==> src/sv/hstkv_pkg.sv <==
`timescale 1ns / 1ps
// ----------------------------------------------------------------------------
// hstkv_pkg
// Shared types, codes and size defaults of the hashed sorted key/value table.
// ----------------------------------------------------------------------------
package hstkv_pkg;

	localparam int TABLE_DEPTH_DEF = 64;
	localparam int NAME_BYTES_DEF  = 16;
	localparam int QUEUE_DEPTH     = 2;
	localparam int CHAR_W          = 7;

	localparam logic [1:0] OP_INSERT = 2'd0;
	localparam logic [1:0] OP_DELETE = 2'd1;
	localparam logic [1:0] OP_SEARCH = 2'd2;

	localparam logic [2:0] ST_INSERTED     = 3'd0;
	localparam logic [2:0] ST_UPDATED      = 3'd1;
	localparam logic [2:0] ST_FULL         = 3'd2;
	localparam logic [2:0] ST_DELETED      = 3'd3;
	localparam logic [2:0] ST_DEL_MISSING  = 3'd4;
	localparam logic [2:0] ST_FOUND        = 3'd5;
	localparam logic [2:0] ST_SRCH_MISSING = 3'd6;

	typedef struct packed {
		logic [1:0]        opcode;
		logic [CHAR_W-1:0] name_char;
		logic              last_char;
		logic [31:0]       salary_value;
	} req_t;

	typedef struct packed {
		logic [2:0]  status;
		logic [31:0] found_salary;
		logic [31:0] key_hash;
	} rsp_t;

endpackage

==> src/sv/hstkv_queue.sv <==
`timescale 1ns / 1ps
// ----------------------------------------------------------------------------
// hstkv_queue
// Short FIFO of finished key commands between the front and the back.
// ----------------------------------------------------------------------------
module hstkv_queue #(
	parameter int WIDTH = 8
) (
	input  logic             clk,
	input  logic             arst_n,
	input  logic             push,
	input  logic [WIDTH-1:0] push_data,
	output logic             full,
	input  logic             pop,
	output logic             not_empty,
	output logic [WIDTH-1:0] pop_data
);
	import hstkv_pkg::*;

	localparam int PW = (QUEUE_DEPTH > 1) ? $clog2(QUEUE_DEPTH) : 1;
	localparam int NW = $clog2(QUEUE_DEPTH + 1);

	logic [WIDTH-1:0] slot_q [QUEUE_DEPTH];
	logic [PW-1:0]    wr_ptr_q, rd_ptr_q;
	logic [NW-1:0]    fill_q;
	logic             do_push, do_pop;

	assign full      = (fill_q == NW'(QUEUE_DEPTH));
	assign not_empty = (fill_q != '0);
	assign do_push   = push && !full;
	assign do_pop    = pop && not_empty;
	assign pop_data  = slot_q[rd_ptr_q];

	always_ff @(posedge clk) begin
		if (do_push)
			slot_q[wr_ptr_q] <= push_data;
	end

	always_ff @(posedge clk or negedge arst_n) begin
		if (!arst_n) begin
			wr_ptr_q <= '0;
			rd_ptr_q <= '0;
			fill_q   <= '0;
		end else begin
			if (do_push)
				wr_ptr_q <= (wr_ptr_q == PW'(QUEUE_DEPTH - 1)) ? '0 : wr_ptr_q + 1'b1;
			if (do_pop)
				rd_ptr_q <= (rd_ptr_q == PW'(QUEUE_DEPTH - 1)) ? '0 : rd_ptr_q + 1'b1;
			if (do_push && !do_pop)
				fill_q <= fill_q + 1'b1;
			else if (do_pop && !do_push)
				fill_q <= fill_q - 1'b1;
		end
	end
endmodule

==> config.mk <==
export PLATFORM = sky130hd
export DESIGN_NAME = hstkv_queue
export DESIGN_NICKNAME = d
export VERILOG_FILES = /design/src/sv/hstkv_pkg.sv /design/src/sv/hstkv_queue.sv
export SDC_FILE = /design/constraint.sdc
export NUM_CORES = 1
export LEC_CHECK = 0
export ABC_AREA = 1
export ABC_CLOCK_PERIOD_IN_PS = 1600
export BUFFER_PORTS_ARGS = -buffer_cell sky130_fd_sc_hd__buf_2
export CELL_PAD_IN_SITES_DETAIL_PLACEMENT = 1
export CELL_PAD_IN_SITES_GLOBAL_PLACEMENT = 1
export CORE_MARGIN = 2
export CORE_UTILIZATION = 38
export DETAILED_ROUTE_END_ITERATION = 10
export PLACE_DENSITY = 0.85
export SLEW_MARGIN = 10
export SYNTH_ARGS = -nofsm -noshare
export SYNTH_HDL_FRONTEND = slang
export SYNTH_SLANG_ARGS = --single-unit
==> constraint.sdc <==
create_clock -name clk -period 1.6 [get_ports clk]
set_input_delay 0.32 -clock clk [delete_from_list [all_inputs] [get_ports clk]]
set_output_delay 0.32 -clock clk [all_outputs]
set_load 0.005 [all_outputs]
# [Word-level counts from Yosys, hierarchy flattened]
# Memories as Yosys holds them, arrays and structs flattened.
# Index checks and enable logic that the tools add are counted.
[classes] addsub=4 eq_ne=1 n_mux=6 reduce_logical=9
[ops] op="$logic_and 1x1->1" count=4
[ops] op="$mux 1" count=4
[ops] op="$mux 2" count=2
[ops] op="$reduce_bool 2->1" count=2
[ops] op="$logic_not 1->1" count=3
[ops] op="$add 1x1->1 const B" count=2
[ops] op="$add 2x1->2 const B" count=1
[ops] op="$eq 2x2->1 const B" count=1
[ops] op="$sub 2x1->2 const B" count=1
[totals] ff_bits=4 ramBits=16 inputBits=12 out_inout_bits=10 n_memories=1
[memory_table] name="slot_q" words=2 width=8 read_ports=1 rd_ports_with_merged_regs=0 write_ports=1 line_no="hstkv_queue.sv:23" text="logic [WIDTH-1:0] slot_q [QUEUE_DEPTH];"

# [Longest topological paths before layout]
[depth] ltp_word=7 mapped_depth=9 depth_no_buf=9

# [Least setup slack after synthesis]
# Ideal clock, no wire load.
[synth_timing] kind="reg2reg" from="register fill_q[1]" to="memory slot_q[1][0], enable pin" setup_ns=0.370 t_arrival_ns=0.958 t_required_ns=1.230 slack_ns=0.271 path_stages_with_launch=4 path_buffers=0 period_less_slack_ns=1.329 cell_sequence="dfrtp_1 -> inv_1 -> o21ai_0 -> nor2_1"
[synth_between] elab_chain_len=5
[synth_rtl] item="start: declaration" line_no="hstkv_queue.sv:25" text="logic [NW-1:0] fill_q;"
[synth_rtl] item="start signal: assignment" line_no="hstkv_queue.sv:50" text="fill_q <= fill_q + 1'b1;"
[synth_rtl] item="start signal: assignment" line_no="hstkv_queue.sv:52" text="fill_q <= fill_q - 1'b1;"
[synth_rtl] item="$eq 2x2->1" line_no="hstkv_queue.sv:28" text="assign full = (fill_q == NW'(QUEUE_DEPTH));"
[synth_rtl] item="$logic_not 1->1" line_no="hstkv_queue.sv:30" text="assign do_push = push && !full;"
[synth_rtl] item="$logic_and 1x1->1" line_no="hstkv_queue.sv:30"
[synth_rtl] item="$mux 1" line_no="hstkv_queue.sv:35" text="if (do_push)"
[synth_rtl] item="$mux 1 (not written as such)" line_no="hstkv_queue.sv:36" text="slot_q[wr_ptr_q] <= push_data;"
[synth_rtl] item="end: declaration" line_no="hstkv_queue.sv:23"
# No other way between the ends.

# [Final worst setup path]
[layout_timing] from="register rd_ptr_q" to="output port pop_data[7]"
[layout_between] elab_chain_len=1
[layout_rtl] item="start: declaration" line_no="hstkv_queue.sv:24" text="logic [PW-1:0] wr_ptr_q, rd_ptr_q;"
[layout_rtl] item="start signal: assignment" line_no="hstkv_queue.sv:48" text="rd_ptr_q <= (rd_ptr_q == PW'(QUEUE_DEPTH - 1)) ? '0 : rd_ptr_q + 1'b1;"
[layout_rtl] item="$mem_v2 2x8"
[layout_rtl] item="end: declaration" line_no="hstkv_queue.sv:16" text="output logic [WIDTH-1:0] pop_data"
# No other way between the ends.

==> out/qor.csv <==
metric;value;unit
leakage;0.4700;nW
post-synthesis register bit count;20;
# port buffers;21;
final critical-path required period;1479;ps
root buf cell;clkbuf_4;
placed cell count;121;
Layout Skew;2.331;ps
wirelength, routed;1621;um
number of fill cells;238;
Initial Utilization;40.88;%
Final WS setup;121.3;ps
RD Place Congestion;0.7922;
Seq/Total Area, Yosys;70.95;%
Via density;4.627;
Core ar.;0.002002;mm2
sequential power share;49.1;%
grt ovf;0;
detailed-route via count;583;
Tot Pwr;0.001690;W
total global-route track usage;14.77;%
Post-synth EDFFs;16;
First DRT Iteration DRCs;8;
asr flop ratio synth;20.00;%
CP required;1280;ps
clk slew on worst S/H paths;110;ps
Cells after Synth;73;
Clk pwr share;14.7;%
top-count cell post-synth;nand2_1;
global-route wire length before repair;2615;um
Int Pwr;0.001071;W
final-stage net count;113;
reg2reg path depth;7;
initial antenna violation count;0;
post-synthesis cell type count;15;
DRT Pass-1 Iters;3;
H-tree level count;1;
Switching Fraction;36.67;%
number of routed nets with antenna violations;0;
setup tns final;0;ps
Final Hold Viols;0;
ANT cells;0;
final period utilization;92.42;%
Final setup violation count;0;
RSZ-0062 raised after global routing;false;
drc violations;0;
Slew @ Worst Pin;358.6;ps
Max VDD drop;0.7386;mV
Syn Std Cell Area;818.3;um2
syn nets;86;
cell row count;16;
post-synth top area share;58.72;%
DP Worst Slack;223.9;ps
TritonCTS Buffers;3;
pwr dens;1691;mW/mm2
Syn Area/Cell;11.21;um2
layout cells sized above 1;33.33;%
HPWL after detailed placement;1187;um
total clock sinks;20;
Max FO, Critical Path;10;
pin count of the biggest net entering global routing;12;
Critical Path Sink Type;output pin;
die area;0.002541;mm2
r2r setup slk;190;ps
Comb power frac;36.2;%
Worst Hold Depth;1;
CTS Buffer Depth;2;
Crit Path Class;flip-flop to output pin;
CTS tree;yes;
vias in the first global route;613;
status;complete, no violations;
synth warn;0;
worst-skew pair later-pin latency;300;ps
Most used DFF post-synth;edfxtp_1;
Yosys top cell by area;edfxtp_1;
Max Cap Viol;0;
P_sw;0.0006199;W
max_slew headroom;75.84;%
Fmax achieved;676.3;MHz
synth top area cells;edfxtp_1 59%, nand2_1 15%, dfrtp_1 12%;
die width;50.41;um
Post-synth top cells;32 x nand2_1, 16 x edfxtp_1, 6 x inv_1;
post-layout instance count excluding filler cells;126;
I/O pins;22;
hold crit path type;input port to flip-flop;
WL per Instance;12.87;um
Die Y;50.41;um
Setup crit start kind;flip-flop;
worst path arrival time;1160;ps
max-slew violations;0;
P&R area growth vs syn;22.17;%
## area by class of cell
class                      instances  area, um2  area share [%]
clock buffer                       4      26.28           2.628
multi-input combinational         44      202.7           20.28
sequential                        20      581.8           58.20
tap                               27      33.78           3.379
timing repair buffer              23      122.6           12.27
inverter                           8      32.53           3.254
## worst max-delay path, stage by stage, from the launching register on
cell and delay (ps):
dfrtp_2 500, inv_4 130, nand2_1 60, nand2_1 60, buf_2 100
## path summary, 6_finish.rpt
kind	start	to
setup / recovery	rd_ptr_q	pop_data[7]
hold / removal	push_data[6]	slot_q[1][6]
setup reg to reg	fill_q[0]	fill_q[1]
hold reg to reg	fill_q[1]	fill_q[1]
max in group asynchronous	arst_n	rd_ptr_q
min in group asynchronous	arst_n	wr_ptr_q
## cell families after synthesis
family	synth area share, %
flip-flops	70.95
XOR/XNOR	1.071
buffers and inverters	4.281
AND/OR/NAND/NOR	21.56
AO/OA/AOI/OAI	0.6110
adder cells (fa/ha/maj)	1.529
## power by group through the flow
| stage | logic [W] | clock network (W) | registers [W] |
|---|---|---|---|
| finish | 0.000613 | 0.000248 | 0.000830 |
| global route | 0.000702 | 0.000268 | 0.000852 |
| CTS | 0.000625 | 0.000252 | 0.000827 |
| detailed placement | 0.000617 | 0 | 0.000830 |
| global placement | 0.000588 | 0 | 0.000819 |
| floorplan | 0.000417 | 0 | 0.000778 |
## state kept, by name, indices dropped and copies added (netlist names)
register	count
wr_ptr_q	1
fill_q	2
rd_ptr_q	1
slot_q	16
## timing repair
action,in CTS,in global routing
hold buffers,1,0
hold endpoints to repair,4,0
pin swaps,0,0
resized for setup,1,1
setup buffers,0,0
setup endpoints to repair,3,4
## metrics by stage
step	hold WS, ps	utilization [%]	area, um2
floorplan	24.41	-	818.3
global placement	134.2	47.94	959.7
detailed placement	134.6	47.94	959.7
CTS	192.4	49.81	997.2
global route	186.7	49.94	999.7
finish	198.1	49.94	999.7
## cell usage in the layout (no fill, tap or decap), drive strengths merged
cell | synthesis | layout
nor2 | 3 | 3
o21ai | 1 | 1
xnor2 | 1 | 1
nand3 | 2 | 2
clkbuf | 0 | 4
dfrtp | 4 | 4
inv | 8 | 8
edfxtp | 16 | 16
nand4 | 1 | 1
nand2 | 35 | 35
dlygate4sd3 | 0 | 1
ha | 1 | 1
buf | 1 | 22
## metal layers
layer / up-vias / GRT usage [%] / routed length [um]
met5: - / 0 / 0
met4: 0 / 8.108 / 26
met3: 3 / 2.976 / 44
met2: 11 / 27.63 / 903
met1: 284 / 15.16 / 646
li1: 285 / - / -
Note: power is estimated with default switching activity, not from simulation.
